$ cat config.mk
export PLATFORM = sky130hd
export DESIGN_NAME = atlas_tile_uv_generator_unit
export DESIGN_NICKNAME = d
export VERILOG_FILES = /design/src/sv/atuv_pkg.sv /design/src/sv/atuv_lane.sv /design/src/sv/atlas_tile_uv_generator_unit.sv
export SDC_FILE = /design/constraint.sdc
export NUM_CORES = 1
export LEC_CHECK = 0
export BUFFER_PORTS_ARGS = -buffer_cell sky130_fd_sc_hd__buf_2
export CAP_MARGIN = 20
export CORE_MARGIN = 1
export CORE_UTILIZATION = 45
export CTS_BUF_LIST = sky130_fd_sc_hd__clkbuf_2 sky130_fd_sc_hd__clkbuf_4 sky130_fd_sc_hd__clkbuf_8
export CTS_CLUSTER_DIAMETER = 60
export DETAILED_ROUTE_END_ITERATION = 10
export PLACE_DENSITY = 0.63
export SYNTH_ARGS = -nofsm -noshare
export SYNTH_HDL_FRONTEND = slang
export SYNTH_SLANG_ARGS = --single-unit
export TNS_END_PERCENT = 20
$ cat constraint.sdc
create_clock -name clk_i -period 6.88 [get_ports clk_i]
set_clock_uncertainty 0.1 [all_clocks]
set_input_delay 1.376 -clock clk_i [delete_from_list [all_inputs] [get_ports clk_i]]
set_output_delay 1.376 -clock clk_i [all_outputs]
set_load 0.005 [all_outputs]
$ cat src/sv/atuv_pkg.sv
`timescale 1ns / 1ps
// atuv_pkg: shared constants, item types and lane control types of the
// atlas tile UV generator. No dependencies.
package atuv_pkg;

  localparam int UV_FRAC_BITS   = 16;
  localparam int ATLAS_DIM_BITS = 12;
  localparam int MAX_SUBDIV     = 8;

  localparam int ATLAS_W   = ATLAS_DIM_BITS + 1;
  localparam int CFG_W     = 13;
  localparam int CFG_IDX_W = 1;
  localparam int REG_W     = 12;
  localparam int EXT_W     = 13;
  localparam int SUB_W     = 4;
  localparam int PAD_W     = 8;
  localparam int IDX_W     = $clog2(MAX_SUBDIV);
  localparam int PX_W      = REG_W + EXT_W;
  localparam int BLK_W     = EXT_W + 1;

  localparam logic [CFG_W-1:0]   ATLAS_RST = CFG_W'(1024);
  localparam logic [ATLAS_W-1:0] ATLAS_LIM = ATLAS_W'(1) << ATLAS_DIM_BITS;

  // register indexes
  localparam logic [CFG_IDX_W-1:0] CFG_ATLAS_WIDTH  = 1'b0;
  localparam logic [CFG_IDX_W-1:0] CFG_ATLAS_HEIGHT = 1'b1;

  typedef struct packed {
    logic             func;
    logic [REG_W-1:0] region_x;
    logic [REG_W-1:0] region_y;
    logic [EXT_W-1:0] extent_w;
    logic [EXT_W-1:0] extent_h;
    logic [SUB_W-1:0] cols;
    logic [SUB_W-1:0] rows;
    logic [PAD_W-1:0] pad_x;
    logic [PAD_W-1:0] pad_y;
    logic             reversed;
  } in_item_t;

  typedef struct packed {
    logic [UV_FRAC_BITS-1:0] u_origin;
    logic [UV_FRAC_BITS-1:0] v_origin;
    logic [UV_FRAC_BITS-1:0] u_size;
    logic [UV_FRAC_BITS-1:0] v_size;
    logic                    status;
    logic                    last;
  } out_item_t;

  typedef enum logic [3:0] {
    LOP_HOLD,
    LOP_LOAD,
    LOP_MAC_PREP,
    LOP_NUM,
    LOP_NDIV,
    LOP_BLOCK,
    LOP_UV_SIZE,
    LOP_UV_ORG,
    LOP_UV_STEP,
    LOP_SAVE,
    LOP_IDX,
    LOP_MAC_IDX
  } lane_op_e;

  typedef struct packed {
    lane_op_e         op;
    logic             div_mode;
    logic [IDX_W-1:0] idx;
  } lane_ctl_t;

  typedef struct packed {
    logic                    err;
    logic [UV_FRAC_BITS-1:0] size_uv;
    logic [UV_FRAC_BITS-1:0] uv;
  } lane_res_t;

endpackage

$ cat src/sv/atuv_lane.sv
`timescale 1ns / 1ps
// atuv_lane: one axis of the tile UV generator; bit-serial multiply,
// divide by subdivision count and pixel-to-UV divide. Uses atuv_pkg.
module atuv_lane (
  input  logic                             clk_i,
  input  logic                             rst_ni,
  input  atuv_pkg::lane_ctl_t              ctl_i,
  input  logic [atuv_pkg::REG_W-1:0]       region_i,
  input  logic [atuv_pkg::EXT_W-1:0]       extent_i,
  input  logic [atuv_pkg::SUB_W-1:0]       nsub_i,
  input  logic [atuv_pkg::PAD_W-1:0]       pad_i,
  input  logic [atuv_pkg::ATLAS_W-1:0]     atlas_i,
  output atuv_pkg::lane_res_t              res_o
);

  localparam int PX_W  = atuv_pkg::PX_W;
  localparam int REG_W = atuv_pkg::REG_W;
  localparam int EXT_W = atuv_pkg::EXT_W;
  localparam int SUB_W = atuv_pkg::SUB_W;
  localparam int IDX_W = atuv_pkg::IDX_W;
  localparam int AT_W  = atuv_pkg::ATLAS_W;
  localparam int BLK_W = atuv_pkg::BLK_W;
  localparam int UV_W  = atuv_pkg::UV_FRAC_BITS;

  logic                            err_q;
  logic                            div_q;
  logic [REG_W-1:0]                region_q;
  logic [EXT_W-1:0]                ext_q;
  logic [SUB_W-1:0]                n_q;
  logic [atuv_pkg::PAD_W-1:0]      pad_q;
  logic [AT_W-1:0]                 atl_q;
  logic [PX_W-1:0]                 acc_q;
  logic [REG_W-1:0]                mplier_q;
  logic [EXT_W-1:0]                dvd_q;
  logic [SUB_W-1:0]                nrem_q;
  logic [EXT_W-1:0]                tile_q;
  logic [BLK_W-1:0]                block_q;
  logic                            sat_q;
  logic [AT_W-1:0]                 rem_q;
  logic [UV_W-1:0]                 q_q;
  logic [UV_W-1:0]                 size_q;

  logic [SUB_W-1:0]  nm1;
  logic [PX_W-1:0]   mcand;
  logic [PX_W-1:0]   acc_mac;
  logic [SUB_W:0]    ndiv_t;
  logic              ndiv_ge;
  logic [BLK_W-1:0]  blk;
  logic [PX_W-1:0]   px_size;
  logic [PX_W-1:0]   px_org;
  logic [PX_W-1:0]   px_sel;
  logic [AT_W:0]     uv_t;
  logic              uv_ge;
  logic [UV_W-1:0]   uv_res;
  logic              load_err;

  always_comb begin
    nm1 = nsub_i - SUB_W'(1);
    if (ctl_i.op == atuv_pkg::LOP_MAC_IDX) begin
      mcand = PX_W'(block_q);
    end else begin
      mcand = div_q ? PX_W'(pad_q) : PX_W'(ext_q);
    end
    acc_mac = {acc_q[PX_W-2:0], 1'b0} + (mplier_q[REG_W-1] ? mcand : '0);
    // restoring divide by the subdivision count, one quotient bit a cycle
    ndiv_t  = {nrem_q, dvd_q[EXT_W-1]};
    ndiv_ge = ndiv_t >= {1'b0, n_q};
    blk     = BLK_W'(dvd_q) + BLK_W'(pad_q);
    px_size = div_q ? PX_W'(tile_q) : PX_W'(ext_q);
    px_org  = div_q ? (acc_q + PX_W'(region_q)) : acc_q;
    px_sel  = (ctl_i.op == atuv_pkg::LOP_UV_ORG) ? px_org : px_size;
    // px * 2^UV_W / atlas, remainder kept below atlas
    uv_t    = {rem_q, 1'b0};
    uv_ge   = uv_t >= {1'b0, atl_q};
    uv_res  = sat_q ? '1 : q_q;
    if (ctl_i.div_mode) begin
      load_err = (nsub_i == '0) || (nsub_i > SUB_W'(atuv_pkg::MAX_SUBDIV));
    end else begin
      load_err = (extent_i == '0) || (PX_W'(extent_i) > PX_W'(atlas_i));
    end
  end

  always_ff @(posedge clk_i or negedge rst_ni) begin
    if (!rst_ni) begin
      err_q <= 1'b0;
    end else begin
      unique case (ctl_i.op)
        atuv_pkg::LOP_LOAD:  err_q <= load_err;
        atuv_pkg::LOP_NUM:   err_q <= err_q | (PX_W'(ext_q) < acc_q);
        atuv_pkg::LOP_BLOCK: err_q <= err_q | (dvd_q == '0) | (blk > BLK_W'(atl_q));
        default:             err_q <= err_q;
      endcase
    end
  end

  always_ff @(posedge clk_i) begin
    unique case (ctl_i.op)
      atuv_pkg::LOP_HOLD: begin
      end
      atuv_pkg::LOP_LOAD: begin
        div_q    <= ctl_i.div_mode;
        region_q <= region_i;
        ext_q    <= extent_i;
        n_q      <= nsub_i;
        pad_q    <= pad_i;
        atl_q    <= atlas_i;
        acc_q    <= '0;
        mplier_q <= ctl_i.div_mode ? {nm1[IDX_W-1:0], {(REG_W-IDX_W){1'b0}}} : region_i;
      end
      atuv_pkg::LOP_MAC_PREP, atuv_pkg::LOP_MAC_IDX: begin
        acc_q    <= acc_mac;
        mplier_q <= {mplier_q[REG_W-2:0], 1'b0};
      end
      atuv_pkg::LOP_NUM: begin
        dvd_q  <= ext_q - acc_q[EXT_W-1:0];
        nrem_q <= '0;
      end
      atuv_pkg::LOP_NDIV: begin
        nrem_q <= ndiv_ge ? SUB_W'(ndiv_t - {1'b0, n_q}) : ndiv_t[SUB_W-1:0];
        dvd_q  <= {dvd_q[EXT_W-2:0], ndiv_ge};
      end
      atuv_pkg::LOP_BLOCK: begin
        tile_q  <= dvd_q;
        block_q <= blk;
      end
      atuv_pkg::LOP_UV_SIZE, atuv_pkg::LOP_UV_ORG: begin
        sat_q <= px_sel >= PX_W'(atl_q);
        rem_q <= px_sel[AT_W-1:0];
        q_q   <= '0;
      end
      atuv_pkg::LOP_UV_STEP: begin
        rem_q <= uv_ge ? AT_W'(uv_t - {1'b0, atl_q}) : uv_t[AT_W-1:0];
        q_q   <= {q_q[UV_W-2:0], uv_ge};
      end
      atuv_pkg::LOP_SAVE: begin
        size_q <= uv_res;
      end
      atuv_pkg::LOP_IDX: begin
        acc_q    <= '0;
        mplier_q <= {ctl_i.idx, {(REG_W-IDX_W){1'b0}}};
      end
      default: begin
      end
    endcase
  end

  assign res_o.err     = err_q;
  assign res_o.size_uv = size_q;
  assign res_o.uv      = uv_res;

endmodule

$ cat src/sv/atlas_tile_uv_generator_unit.sv
`timescale 1ns / 1ps
// atlas_tile_uv_generator_unit: top level; sequencer, config registers,
// output register and two axis lanes. Uses atuv_pkg and atuv_lane.
//
//  channel | signals                              | direction
//  --------+--------------------------------------+----------
//  in      | in_valid_i, in_stall_o, in_data_i    | region descriptor in
//  out     | out_valid_o, out_stall_i, out_data_o | one tile UV rect out
//  cfg     | cfg_we_i, cfg_idx_i, cfg_wdata_i     | atlas size write
//
// One region item at a time. Rect mode: a 12-step multiply and two 16-step UV
// divides per item. Divided mode: each tile costs a 3-step index multiply and
// one 16-step UV divide; the size divide runs once. Bad geometry is answered
// before any UV divide starts.
// The UV divider is bit-serial, one quotient bit a cycle.
// Reset is asynchronous, active low; atlas size resets to 1024 x 1024.
// A stalled output only holds back the next tile; a new item is taken as soon
// as the last tile of the current one sits in the output register.
module atlas_tile_uv_generator_unit (
  input  logic                                clk_i,
  input  logic                                rst_ni,
  input  logic                                in_valid_i,
  output logic                                in_stall_o,
  input  atuv_pkg::in_item_t                  in_data_i,
  output logic                                out_valid_o,
  input  logic                                out_stall_i,
  output atuv_pkg::out_item_t                 out_data_o,
  input  logic                                cfg_we_i,
  input  logic [atuv_pkg::CFG_IDX_W-1:0]      cfg_idx_i,
  input  logic [atuv_pkg::CFG_W-1:0]          cfg_wdata_i
);

  localparam int IDX_W = atuv_pkg::IDX_W;
  localparam int SUB_W = atuv_pkg::SUB_W;
  localparam int CFG_W = atuv_pkg::CFG_W;
  localparam int AT_W  = atuv_pkg::ATLAS_W;
  localparam int CNT_W = $clog2(atuv_pkg::UV_FRAC_BITS + 1);

  typedef enum logic [3:0] {
    S_IDLE,
    S_PMUL,    // region*extent (rect) or pad*(n-1) (divided)
    S_NUM,
    S_NDIV,    // tile = (extent - pad*(n-1)) / n
    S_BLOCK,
    S_CHECK,
    S_SDIV,    // size UV
    S_SSAVE,
    S_TILE,
    S_OMUL,    // idx*block
    S_OSTART,
    S_ODIV,    // origin UV
    S_EMIT,
    S_ERR
  } state_e;

  state_e               state_q;
  logic [CNT_W-1:0]     cnt_q;
  logic [IDX_W-1:0]     col_q;
  logic [IDX_W-1:0]     row_q;
  logic [IDX_W-1:0]     cols_m1_q;
  logic [IDX_W-1:0]     rows_m1_q;
  logic                 func_q;
  logic                 rev_q;
  logic                 out_valid_q;
  atuv_pkg::out_item_t  out_data_q;

  logic [CFG_W-1:0]     atlas_w_q;
  logic [CFG_W-1:0]     atlas_h_q;

  logic                 in_acc;
  logic                 slot_free;
  logic                 tile_final;
  logic                 lane_err;
  logic [SUB_W-1:0]     cols_m1;
  logic [SUB_W-1:0]     rows_m1;
  logic [AT_W-1:0]      atlas_x;
  logic [AT_W-1:0]      atlas_y;
  logic [IDX_W-1:0]     ci;
  logic [IDX_W-1:0]     ri;
  atuv_pkg::lane_op_e   lop;
  atuv_pkg::lane_ctl_t  ctl_x;
  atuv_pkg::lane_ctl_t  ctl_y;
  atuv_pkg::lane_res_t  res_x;
  atuv_pkg::lane_res_t  res_y;

  // ---------------------------------------------------------------- config
  always_ff @(posedge clk_i or negedge rst_ni) begin
    if (!rst_ni) begin
      atlas_w_q <= atuv_pkg::ATLAS_RST;
      atlas_h_q <= atuv_pkg::ATLAS_RST;
    end else if (cfg_we_i) begin
      unique case (cfg_idx_i)
        atuv_pkg::CFG_ATLAS_WIDTH:  atlas_w_q <= cfg_wdata_i;
        atuv_pkg::CFG_ATLAS_HEIGHT: atlas_h_q <= cfg_wdata_i;
        default: begin
        end
      endcase
    end
  end

  // atlas sizes above 2^ATLAS_DIM_BITS clamp to it
  assign atlas_x = (atlas_w_q > CFG_W'(atuv_pkg::ATLAS_LIM)) ? atuv_pkg::ATLAS_LIM
                                                              : AT_W'(atlas_w_q);
  assign atlas_y = (atlas_h_q > CFG_W'(atuv_pkg::ATLAS_LIM)) ? atuv_pkg::ATLAS_LIM
                                                              : AT_W'(atlas_h_q);

  // ---------------------------------------------------------------- control
  assign in_acc     = in_valid_i && !in_stall_o;
  assign slot_free  = !out_valid_q || !out_stall_i;
  assign tile_final = (col_q == cols_m1_q) && (row_q == rows_m1_q);
  assign lane_err   = res_x.err | res_y.err;
  assign cols_m1    = in_data_i.cols - SUB_W'(1);
  assign rows_m1    = in_data_i.rows - SUB_W'(1);
  // reversed order walks the grid from the far corner
  assign ci         = rev_q ? (cols_m1_q - col_q) : col_q;
  assign ri         = rev_q ? (rows_m1_q - row_q) : row_q;

  always_comb begin
    unique case (state_q)
      S_IDLE:          lop = in_acc ? atuv_pkg::LOP_LOAD : atuv_pkg::LOP_HOLD;
      S_PMUL:          lop = atuv_pkg::LOP_MAC_PREP;
      S_NUM:           lop = atuv_pkg::LOP_NUM;
      S_NDIV:          lop = atuv_pkg::LOP_NDIV;
      S_BLOCK:         lop = atuv_pkg::LOP_BLOCK;
      S_CHECK:         lop = lane_err ? atuv_pkg::LOP_HOLD : atuv_pkg::LOP_UV_SIZE;
      S_SDIV, S_ODIV:  lop = atuv_pkg::LOP_UV_STEP;
      S_SSAVE:         lop = atuv_pkg::LOP_SAVE;
      S_TILE:          lop = atuv_pkg::LOP_IDX;
      S_OMUL:          lop = atuv_pkg::LOP_MAC_IDX;
      S_OSTART:        lop = atuv_pkg::LOP_UV_ORG;
      default:         lop = atuv_pkg::LOP_HOLD;
    endcase
    ctl_x.op       = lop;
    ctl_x.div_mode = in_data_i.func;
    ctl_x.idx      = ci;
    ctl_y.op       = lop;
    ctl_y.div_mode = in_data_i.func;
    ctl_y.idx      = ri;
  end

  always_ff @(posedge clk_i or negedge rst_ni) begin
    if (!rst_ni) begin
      state_q     <= S_IDLE;
      cnt_q       <= '0;
      col_q       <= '0;
      row_q       <= '0;
      cols_m1_q   <= '0;
      rows_m1_q   <= '0;
      func_q      <= 1'b0;
      rev_q       <= 1'b0;
      out_valid_q <= 1'b0;
      out_data_q  <= '0;
    end else begin
      if (out_valid_q && !out_stall_i) begin
        out_valid_q <= 1'b0;
      end
      unique case (state_q)
        S_IDLE: begin
          if (in_acc) begin
            func_q    <= in_data_i.func;
            rev_q     <= in_data_i.reversed;
            cols_m1_q <= cols_m1[IDX_W-1:0];
            rows_m1_q <= rows_m1[IDX_W-1:0];
            col_q     <= '0;
            row_q     <= '0;
            cnt_q     <= in_data_i.func ? CNT_W'(IDX_W) : CNT_W'(atuv_pkg::REG_W);
            state_q   <= S_PMUL;
          end
        end
        S_PMUL: begin
          cnt_q <= cnt_q - CNT_W'(1);
          if (cnt_q == CNT_W'(1)) begin
            state_q <= func_q ? S_NUM : S_CHECK;
          end
        end
        S_NUM: begin
          cnt_q   <= CNT_W'(atuv_pkg::EXT_W);
          state_q <= S_NDIV;
        end
        S_NDIV: begin
          cnt_q <= cnt_q - CNT_W'(1);
          if (cnt_q == CNT_W'(1)) begin
            state_q <= S_BLOCK;
          end
        end
        S_BLOCK: begin
          state_q <= S_CHECK;
        end
        S_CHECK: begin
          if (lane_err) begin
            state_q <= S_ERR;
          end else begin
            cnt_q   <= CNT_W'(atuv_pkg::UV_FRAC_BITS);
            state_q <= S_SDIV;
          end
        end
        S_SDIV: begin
          cnt_q <= cnt_q - CNT_W'(1);
          if (cnt_q == CNT_W'(1)) begin
            state_q <= S_SSAVE;
          end
        end
        S_SSAVE: begin
          state_q <= func_q ? S_TILE : S_OSTART;
        end
        S_TILE: begin
          cnt_q   <= CNT_W'(IDX_W);
          state_q <= S_OMUL;
        end
        S_OMUL: begin
          cnt_q <= cnt_q - CNT_W'(1);
          if (cnt_q == CNT_W'(1)) begin
            state_q <= S_OSTART;
          end
        end
        S_OSTART: begin
          cnt_q   <= CNT_W'(atuv_pkg::UV_FRAC_BITS);
          state_q <= S_ODIV;
        end
        S_ODIV: begin
          cnt_q <= cnt_q - CNT_W'(1);
          if (cnt_q == CNT_W'(1)) begin
            state_q <= S_EMIT;
          end
        end
        S_EMIT: begin
          if (slot_free) begin
            out_valid_q         <= 1'b1;
            out_data_q.u_origin <= res_x.uv;
            out_data_q.v_origin <= res_y.uv;
            out_data_q.u_size   <= res_x.size_uv;
            out_data_q.v_size   <= res_y.size_uv;
            out_data_q.status   <= 1'b0;
            out_data_q.last     <= !func_q || tile_final;
            if (!func_q || tile_final) begin
              state_q <= S_IDLE;
            end else begin
              // column outer, row inner
              if (row_q == rows_m1_q) begin
                row_q <= '0;
                col_q <= col_q + IDX_W'(1);
              end else begin
                row_q <= row_q + IDX_W'(1);
              end
              state_q <= S_TILE;
            end
          end
        end
        S_ERR: begin
          if (slot_free) begin
            out_valid_q       <= 1'b1;
            out_data_q        <= '0;
            out_data_q.status <= 1'b1;
            out_data_q.last   <= 1'b1;
            state_q           <= S_IDLE;
          end
        end
        default: begin
          state_q <= S_IDLE;
        end
      endcase
    end
  end

  assign in_stall_o  = (state_q != S_IDLE);
  assign out_valid_o = out_valid_q;
  assign out_data_o  = out_data_q;

  // ---------------------------------------------------------------- lanes
  atuv_lane u_lane_x (
    .clk_i    (clk_i),
    .rst_ni   (rst_ni),
    .ctl_i    (ctl_x),
    .region_i (in_data_i.region_x),
    .extent_i (in_data_i.extent_w),
    .nsub_i   (in_data_i.cols),
    .pad_i    (in_data_i.pad_x),
    .atlas_i  (atlas_x),
    .res_o    (res_x)
  );

  atuv_lane u_lane_y (
    .clk_i    (clk_i),
    .rst_ni   (rst_ni),
    .ctl_i    (ctl_y),
    .region_i (in_data_i.region_y),
    .extent_i (in_data_i.extent_h),
    .nsub_i   (in_data_i.rows),
    .pad_i    (in_data_i.pad_y),
    .atlas_i  (atlas_y),
    .res_o    (res_y)
  );

`ifndef ASSERT_OFF
  ap_one_item_at_a_time: assert property (@(posedge clk_i) disable iff (!rst_ni)
    (in_valid_i && !in_stall_o) |=> in_stall_o)
    else $error("item accepted while previous region still in work");

  ap_err_is_last: assert property (@(posedge clk_i) disable iff (!rst_ni)
    (out_valid_o && out_data_o.status) |-> out_data_o.last)
    else $error("bad geometry result not flagged last");

  ap_err_zero_uv: assert property (@(posedge clk_i) disable iff (!rst_ni)
    (out_valid_o && out_data_o.status) |->
      (out_data_o.u_origin == '0 && out_data_o.v_origin == '0 &&
       out_data_o.u_size == '0 && out_data_o.v_size == '0))
    else $error("bad geometry result carries nonzero UV");

  ap_tile_in_grid: assert property (@(posedge clk_i) disable iff (!rst_ni)
    (state_q == S_TILE || state_q == S_OMUL) |->
      (col_q <= cols_m1_q && row_q <= rows_m1_q))
    else $error("tile counters outside the grid");

  ap_emit_waits: assert property (@(posedge clk_i) disable iff (!rst_ni)
    (state_q == S_EMIT && out_valid_q && out_stall_i) |=> (state_q == S_EMIT))
    else $error("tile left emit while output register was still full");
`endif

endmodule
# After elaboration in Yosys (flattened, before gate mapping)
# Cells that the tools add are included.
# Widths: inputs -> output; s select.
[word_totals] reg_bits=473
[op_classes] add_sub_neg=19 order_cmp=16 n_eq_ne=38 mux=75 bitwise_logic=8 n_reduce_logical=43
[ops] cell="$mux 25" count=8
[ops] cell="$mux 66" count=2
[ops] cell="$pmux 66 s2" count=1
[ops] cell="$mux 13" count=8
[ops] cell="$pmux 13 s2" count=4
[ops] cell="$pmux 25 s2" count=2
[ops] cell="$pmux 12 s3" count=2
[ops] cell="$pmux 16 s2" count=2
[ops] cell="$pmux 4 s14" count=1
[ops] cell="$logic_not 13->1" count=4
[ops] cell="$mux 4" count=13
[ops] cell="$sub 13x13->13" count=4
[ops] cell="$add 25x12->25" count=2
[ops] cell="$add 25x25->25" count=2
[ops] cell="$ge 25x13->1" count=2
[ops] cell="$lt 13x25->1" count=2
[ops] cell="$pmux 4 s11" count=1
[ops] cell="$eq 4x4->1 const B" count=10
[ops] cell="$mux 3" count=11
[ops] cell="$eq 4x3->1 const B" count=8
[ops] cell="$mux 16" count=2
[ops] cell="$pmux 5 s6" count=1
[ops] cell="$add 13x8->14" count=2
[ops] cell="$ge 14x13->1" count=2
[ops] cell="39 further kinds" count=103

# Logic depth before layout (Yosys ltp)
# Gate-level depths: netlist of run 1.
[logic_depth] word_depth=10 depth_mapped=20

# By module
# Synthesis of run 1 repeated with hierarchy kept, for this count alone.
[unflattened] hier_cells=2746 area_unflattened_um2=28797.6
[modules_own_cells] mod="atuv_lane (u_lane_x)" n_inst=1 cells_each=1095 area_per_inst_um2=11614.9 seq_area_each_um2=5370.2
[modules_own_cells] mod="atuv_lane (u_lane_y)" n_inst=1 cells_each=1053 area_per_inst_um2=11433.5 seq_area_each_um2=5370.2
[modules_own_cells] mod="atlas_tile_uv_generator_unit" n_inst=1 cells_each=598 area_per_inst_um2=5749.3 seq_area_each_um2=2905.3

# Worst setup path after synthesis of run 1
# OpenSTA, ideal clock, no wires.
[synth_path] path_kind="reg2reg" startpoint="register state_q[2]" endpoint="register u_lane_y.err_q" arrival_time_ns=5.242 required_time_ns=6.655 slack_ns=1.412 stages_incl_launch_ff=7 path_buffers=1 synth_period_minus_slack_ns=5.468 path_cell_list="dfrtp_1 > clkbuf_1 > nand2b_1 > nor3_1 > nand2b_1 > a21oi_1 > a211o_1"
[synth_between] elab_chain_cells=7
[synth_lines] element="from (decl)" line_no="atlas_tile_uv_generator_unit.sv:56" rtl="state_e state_q;"
[synth_lines] element="from (signal assigned)" line_no="atlas_tile_uv_generator_unit.sv:173" rtl="state_q <= func_q ? S_NUM : S_CHECK;"
[synth_lines] element="from (signal assigned)" line_no="atlas_tile_uv_generator_unit.sv:204" rtl="state_q <= func_q ? S_TILE : S_OSTART;"
[synth_lines] element="$reduce_bool 4->1" line_no="atlas_tile_uv_generator_unit.sv:265" rtl="assign in_stall_o = (state_q != S_IDLE);"
[synth_lines] element="$logic_not 1->1" line_no="atlas_tile_uv_generator_unit.sv:108" rtl="assign in_acc = in_valid_i && !in_stall_o;"
[synth_lines] element="$logic_and 1x1->1" line_no="atlas_tile_uv_generator_unit.sv:108"
[synth_lines] element="$mux 1" line_no="atlas_tile_uv_generator_unit.sv:120" rtl="S_IDLE: lop = in_acc ? atuv_pkg::LOP_LOAD : atuv_pkg::LOP_HOLD;"
[synth_lines] element="$pmux 4 s11 *" line_no="atlas_tile_uv_generator_unit.sv:119" rtl="unique case (state_q)"
[synth_lines] element="$eq 4x3->1, or another cell as far along" line_no="atuv_lane.sv:87" rtl="unique case (ctl_i.op)"
[synth_lines] element="$pmux 1 s3 / $reduce_bool 3->1 (equally long branches)"
[synth_lines] element="to (signal assigned)" line_no="atuv_lane.sv:88" rtl="atuv_pkg::LOP_LOAD: err_q <= load_err;"
[synth_lines] element="to (signal assigned)" line_no="atuv_lane.sv:89" rtl="atuv_pkg::LOP_NUM: err_q <= err_q | (PX_W'(ext_q) < acc_q);"
[synth_lines] element="to (signal assigned)" line_no="atuv_lane.sv:90" rtl="atuv_pkg::LOP_BLOCK: err_q <= err_q | (dvd_q == '0) | (blk > BLK_W'(atl_q));"
[synth_lines] element="to (decl)" line_no="atuv_lane.sv:25" rtl="logic err_q;"
# Every way passes the cells marked *; elsewhere a longest branch is shown, timed or not.
# A chain may end at the register's enable or synchronous reset.

# Worst setup path in the final report of run 1
[layout_path] startpoint="register state_q[2]" endpoint="register u_lane_y.acc_q[15], data pin"
[layout_between] elab_chain_cells=10
[layout_lines] element="$reduce_bool 4->1" line_no="atlas_tile_uv_generator_unit.sv:265"
[layout_lines] element="$logic_not 1->1" line_no="atlas_tile_uv_generator_unit.sv:108"
[layout_lines] element="$logic_and 1x1->1" line_no="atlas_tile_uv_generator_unit.sv:108"
[layout_lines] element="$mux 1" line_no="atlas_tile_uv_generator_unit.sv:120"
[layout_lines] element="$pmux 4 s11 *" line_no="atlas_tile_uv_generator_unit.sv:119"
[layout_lines] element="$eq 4x4->1" line_no="atuv_lane.sv:59, atuv_lane.sv:97"
[layout_lines] element="$mux 25" line_no="atuv_lane.sv:59" rtl="if (ctl_i.op == atuv_pkg::LOP_MAC_IDX) begin"
[layout_lines] element="$mux 25" line_no="atuv_lane.sv:64" rtl="acc_mac = {acc_q[PX_W-2:0], 1'b0} + (mplier_q[REG_W-1] ? mcand : '0);"
[layout_lines] element="$add 25x25->25" line_no="atuv_lane.sv:64"
[layout_lines] element="$pmux 25 s2 *" line_no="atuv_lane.sv:97" rtl="unique case (ctl_i.op)"
[layout_lines] element="to (signal assigned)" line_no="atuv_lane.sv:111" rtl="acc_q <= acc_mac;"
[layout_lines] element="to (decl)" line_no="atuv_lane.sv:32" rtl="logic [PX_W-1:0] acc_q;"
# Marked as above.

==> results of run 1 <==
==> state kept, by name, indices dropped and copies added (netlist names), 14 cells and up <==
name and flops:
u_lane_y.block_q 14, u_lane_x.size_q 16, u_lane_y.acc_q 25, u_lane_y.q_q 16
u_lane_x.block_q 14, u_lane_x.acc_q 25, u_lane_y.size_q 16, out_data_o 66
u_lane_x.q_q 16
==> per-stage QoR <==
step           setup WS, ns  utilization  area [µm²]  hold slack (ns)
2_1_floorplan          1.41            -       27600            0.356
3_3_place_gp           1.93        0.484       29300            0.356
3_5_place_dp           1.87        0.485       29300            0.362
4_1_cts                1.79        0.514       31100            0.372
5_1_grt                1.31        0.514       31100            0.384
6_report               1.75        0.514       31100            0.369
==> logic make-up after synthesis <==
family | share of synthesized area
AO/OA/AOI/OAI | 0.133
XOR/XNOR | 0.0393
adder cells (fa/ha/maj) | 0.107
buffers and inverters | 0.0405
flip-flops | 0.493
multiplexers | 0.0456
AND/OR/NAND/NOR | 0.141
==> metal layers <==
metal  GRT usage  up-vias  routed length [µm]
li1            -     9818                   -
met1       0.336    10100               33800
met2       0.383      809               34400
met3      0.0402      153                4990
met4      0.0875        0                2330
met5           0        -                   0
==> cell usage in the layout (no fill, tap or decap), drive strengths merged, types with 45 or more instances in the layout <==
cell	synthesis	routed
nor3	54	54
clkbuf	90	121
a21oi	137	137
xor2	45	45
dfrtp	116	116
o21ai	156	156
edfxtp	355	355
and3	53	53
ha	214	214
buf	13	192
xnor2	79	79
inv	193	197
nand2b	64	64
nor2	210	210
nand2	241	241
==> path summary, 6_finish.rpt <==
| kind | from | end | slack, ns | depth (start not counted) |
|---|---|---|---|---|
| min in group asynchronous | rst_ni | out_data_o[29] | 0.56 | 1 |
| setup reg to reg | state_q[2] | u_lane_y.acc_q[15] | 1.75 | 15 |
| setup / recovery | state_q[2] | u_lane_y.acc_q[15] | 1.75 | 15 |
| max in group asynchronous | rst_ni | state_q[0] | 4.75 | 2 |
| hold reg to reg | out_data_o[25] | out_data_o[25] | 0.37 | 2 |
| hold / removal | out_data_o[25] | out_data_o[25] | 0.37 | 2 |
==> power breakdown <==
part	internal [mW]	switching, mW	total (mW)
Clock	1.52	1.24	2.76
Sequential	4.45	0.851	5.30
Combinational	2.52	3.77	6.29
==> worst max-delay path, delay by kind of cell (launching register included) <==
kind / cells / cell delay [ns]
flops: 1 / 0.77
compound gates: 8 / 2.13
xor+xnor: 1 / 0.17
fa+ha+maj: 2 / 0.63
simple gates: 4 / 1.05
==> area by class of cell <==
cell class	instances	area (µm²)
fillers	5453	29400
clock buffers	121	1480
diodes	2	5.00
clock inverters	38	277
flip-flops and latches	473	13600
well taps	782	978
inverters	193	727
multi-input cells	1824	12900
repair buffers	192	1070
==> flow_summary.yaml, run 1 <==
setup_path:
  critPathKind: "flop to flop"
  required_ns: 7.18
  endpoint_kind: "flop"
  max_stage_delay_ns: 0.77
  crit_chain: "nor2b_1, nand2_1, o211ai_1, o211a_1, ha_1, fa_1, a21o_1, a21oi_1, o21bai_1, a21oi_1, o21bai_1, a211oi_1, nor2b_1, xnor2_1, nor2_1"
  cp_slowest_cell: "dfrtp_1"
  cp.arrival_ns: 5.43
  path_max_fanout: 23
  cp-start-kind: "flop"
routing:
  drt_iter0_markers: 1636
  wire_per_inst_um: 20.8
  vias_per_cell: 5.75
  first_pass_iters: 5
  vias: 20900
  wirelength_mm: 75.5
  drc: 0
  detail-route-antenna-nets: 0
clock_network:
  clock_latency_ns: 0.69
  ctsHoldBuffers: 0
  cts.sinks: 473
  cts_tree: "built"
  ctsHtreeMaxLevel: 3
  cts_setup_buffers: 0
  cts_root_buffer: "clkbuf_8"
  clockBufferDepth: 3
  cts_buffers: 86
  clk_pin_slew_ns: 0.06
  cts.repair.resized: 0
die:
  row_count: 90
  initial_utilization: 0.457
  io_pins: 163
  design.core.area_mm2: 0.0605
  die_h_um: 250
  dieWidth_um: 250
  die_area_mm2: 0.0624
synth:
  syn-cell-area_mm2: 0.0276
  synth_edf_count: 355
  synthCells: 2593
  ys_warn_count: 0
  yosysMostFrequentCell: "edfxtp_1"
  yosys-top-cells-count: "edfxtp_1 (355), nand2_1 (241), ha_1 (214), nor2_1 (210), inv_1 (191)"
  synth_sequential_area_ratio: 0.493
  synth.net_count: 2916
  synth_seq_cells: 473
  yosysTopAreaCellShare: 0.386
  synth.area.top_cells: "edfxtp_1 (39%), dfrtp_1 (11%), ha_1 (9.7%)"
  yosysTopAreaCell: "edfxtp_1"
  synth-main-ff-cell: "edfxtp_1"
  async_flop_share: 0.249
  syn_avg_cell_area_um2: 10.7
  synth.distinct_cells: 78
placement:
  placed_cells: 3464
  dp.final_hpwl_mm: 55.8
  io_buffers: 162
  gp_congestion: 0.933
sta:
  fmax_mhz: 195
  post-route-period-util: 0.746
  rsz0062_at_grt: "no"
  slew_headroom: 0.256
  setup_violations: 0
  fin_crit_ns: 5.13
  hold_viol: 0
  slew_violations: 0
  fin_setup_tns_ns: 0
  tightest_slew_ns: 1.11
power_and_ir_drop:
  leakage_nw: 13.1
  power_mw: 14.4
  peakVddDrop_mv: 0.247
  power_density_mw_per_mm2: 462
outcome:
  outcome: "completed"
final_layout:
  fin_cells: 3625
  drive_gt1_frac: 0.145
  area_growth_pct: 12.5
  finalNetCount: 3093
min_path:
  holdCritPathClass: "flop to flop"
grt:
  grt_pass1_wl_mm: 118
  grt_pass1_vias: 20600
  antenna_found_initial: 2
  grt_overflow_total: 0
  grtUsageTotal: 0.243
  grt_max_degree: 118
flow_run:
  drv_cap: 0
Note: power is estimated with default switching activity, not from simulation.
==> inputs of run 2 (changes only) <==
==> constraint.sdc (replaced) <==
create_clock -name clk_i -period 5.25 [get_ports clk_i]
set_clock_uncertainty 0.1 [all_clocks]
set_input_delay 1.05 -clock clk_i [delete_from_list [all_inputs] [get_ports clk_i]]
set_output_delay 1.05 -clock clk_i [all_outputs]
set_load 0.005 [all_outputs]
==> run 2 against run 1 <==
  * Worst setup slack worse by 1.0 ns
  * Register-to-register slack worse by 1.0 ns
  * Cell area up 0.10%
==> flow_summary.yaml, run 2 (synthesized netlist as in run 1, its figures left out) <==
sta:
  fin_setup_tns_ns: 0
  setup_violations: 0
  slew_violations: 0
  fin_crit_ns: 4.50
  hold_viol: 0
  post-route-period-util: 0.858
  tightest_slew_ns: 1.05
  rsz0062_at_grt: "no"
  slew_headroom: 0.289
  fmax_mhz: 222
routing:
  first_pass_iters: 5
  wire_per_inst_um: 21.4
  drt_iter0_markers: 1457
  detail-route-antenna-nets: 0
  vias_per_cell: 5.72
  vias: 20700
  drc: 0
  wirelength_mm: 77.4
final_layout:
  finalNetCount: 3097
  final_common_cell: "edfxtp_1"
  largest_reg_flops: 66
  drive_gt1_frac: 0.147
  area_growth_pct: 12.6
  stdcell_area_mm2: 0.0311
  mostFrequentLayoutCells: "edfxtp_1 (355), nand2_1 (239), ha_1 (214), nor2_1 (208), inv_1 (191)"
  fill_cells: 5432
die:
  row_count: 90
  design.core.area_mm2: 0.0605
  io_pins: 163
  die_area_mm2: 0.0624
  die_h_um: 250
  dieWidth_um: 250
  initial_utilization: 0.457
grt:
  grtUsageTotal: 0.248
  grt_pass1_vias: 20500
  grt_overflow_total: 0
  grt_max_degree: 82
  grt_pass1_wl_mm: 119
  antenna_found_initial: 1
setup_path:
  critPathKind: "flop to flop"
  cp-start-kind: "flop"
  cp_slowest_cell: "or4_1"
  cp.arrival_ns: 4.99
  regToRegSetupSlack_ns: 0.75
  cpMostUsedCell: "a21oi_1"
  endpoint_kind: "flop"
  max_stage_delay_ns: 0.48
  path_max_fanout: 4
  critical-path-top-delay-family: "compound AO/OA/AOI/OAI gates"
  critical_path_buf_inv_count: 0
  crit_chain: "ha_1, fa_1, a21o_1, a21oi_1, o21bai_1, a21oi_1, o21bai_1, a21oi_1, nor2b_1, xnor2_1, ha_1, and3_1, nand3_1, o32ai_1, a21oi_1, or4_1, a211o_1"
  required_ns: 5.73
power_and_ir_drop:
  combPwrFrac: 0.442
  power_density_mw_per_mm2: 602
  p_int_mw: 11.1
  seq_power_share: 0.369
  leakage_nw: 13.1
  sw_frac_of_total: 0.409
  pwr-share-clk: 0.188
  p_switching_mw: 7.65
  peakVddDrop_mv: 0.289
clock_network:
  clock_latency_ns: 0.70
  clockBufferDepth: 3
  cts_tree: "built"
  clk_pin_slew_ns: 0.06
  cts.repair.resized: 0
  cts_buffers: 84
  cts_setup_buffers: 0
  ctsHtreeMaxLevel: 3
  cts.sinks: 473
  cts_root_buffer: "clkbuf_8"
  ctsHoldBuffers: 0
placement:
  placed_area_mm2: 0.0294
  io_buffers: 162
  dp.final_hpwl_mm: 56.9
  gp_congestion: 0.913
flow_run:
  drv_cap: 0
min_path:
  holdCritPathClass: "input port to async pin"
outcome:
  outcome: "completed"
[run 2: path summary, 6_finish.rpt]
kind	from	cells after the start	end
setup / recovery	u_lane_y.dvd_q[0]	17	u_lane_y.err_q
hold / removal	rst_ni	1	out_data_o[58]
setup reg to reg	u_lane_y.dvd_q[0]	17	u_lane_y.err_q
hold reg to reg	out_data_o[31]	2	out_data_o[31]
max in group asynchronous	rst_ni	2	atlas_w_q[11]
min in group clk_i	out_data_o[31]	2	out_data_o[31]
[run 2: metal layers]
layer | GRT usage | share of wire | vias up
li1 | - | - | 9822
met1 | 0.342 | 0.45 | 10000
met2 | 0.385 | 0.45 | 707
met3 | 0.0500 | 0.071 | 158
met4 | 0.0919 | 0.033 | 0
met5 | 0 | 0 | -
[run 2: final cells by class]
class                      instances  area, µm²  area share
tap                              782        978      0.0314
timing repair buffer             198       1130      0.0363
clock inverter                    22        141     0.00454
clock buffer                     132       1590      0.0509
sequential                       473      13600       0.438
antenna                            2       5.00    0.000161
multi-input combinational       1824      12900       0.416
inverter                         193        727      0.0234
[run 2: stage by stage]
step	instances	total power [mW]	setup slack, ns	utilization	hold slack, ns
floorplan	2593	12.6	1.20	-	0.356
global placement	3469	14.9	0.863	0.486	0.356
detailed placement	3470	15.2	0.805	0.486	0.365
CTS	3624	18.8	0.770	0.515	0.330
global route	3625	20.1	0.435	0.515	0.367
finish	3626	18.7	0.746	0.515	0.349
[run 2: power by group through the flow]
stage / clock [mW] / sequential (mW) / combinational (mW)
2_1_floorplan: 0 / 6.46 / 6.11
5_1_grt: 3.77 / 7.05 / 9.25
3_5_place_dp: 0 / 6.97 / 8.21
3_3_place_gp: 0 / 6.93 / 8.01
4_1_cts: 3.61 / 6.91 / 8.27
6_report: 3.53 / 6.92 / 8.29
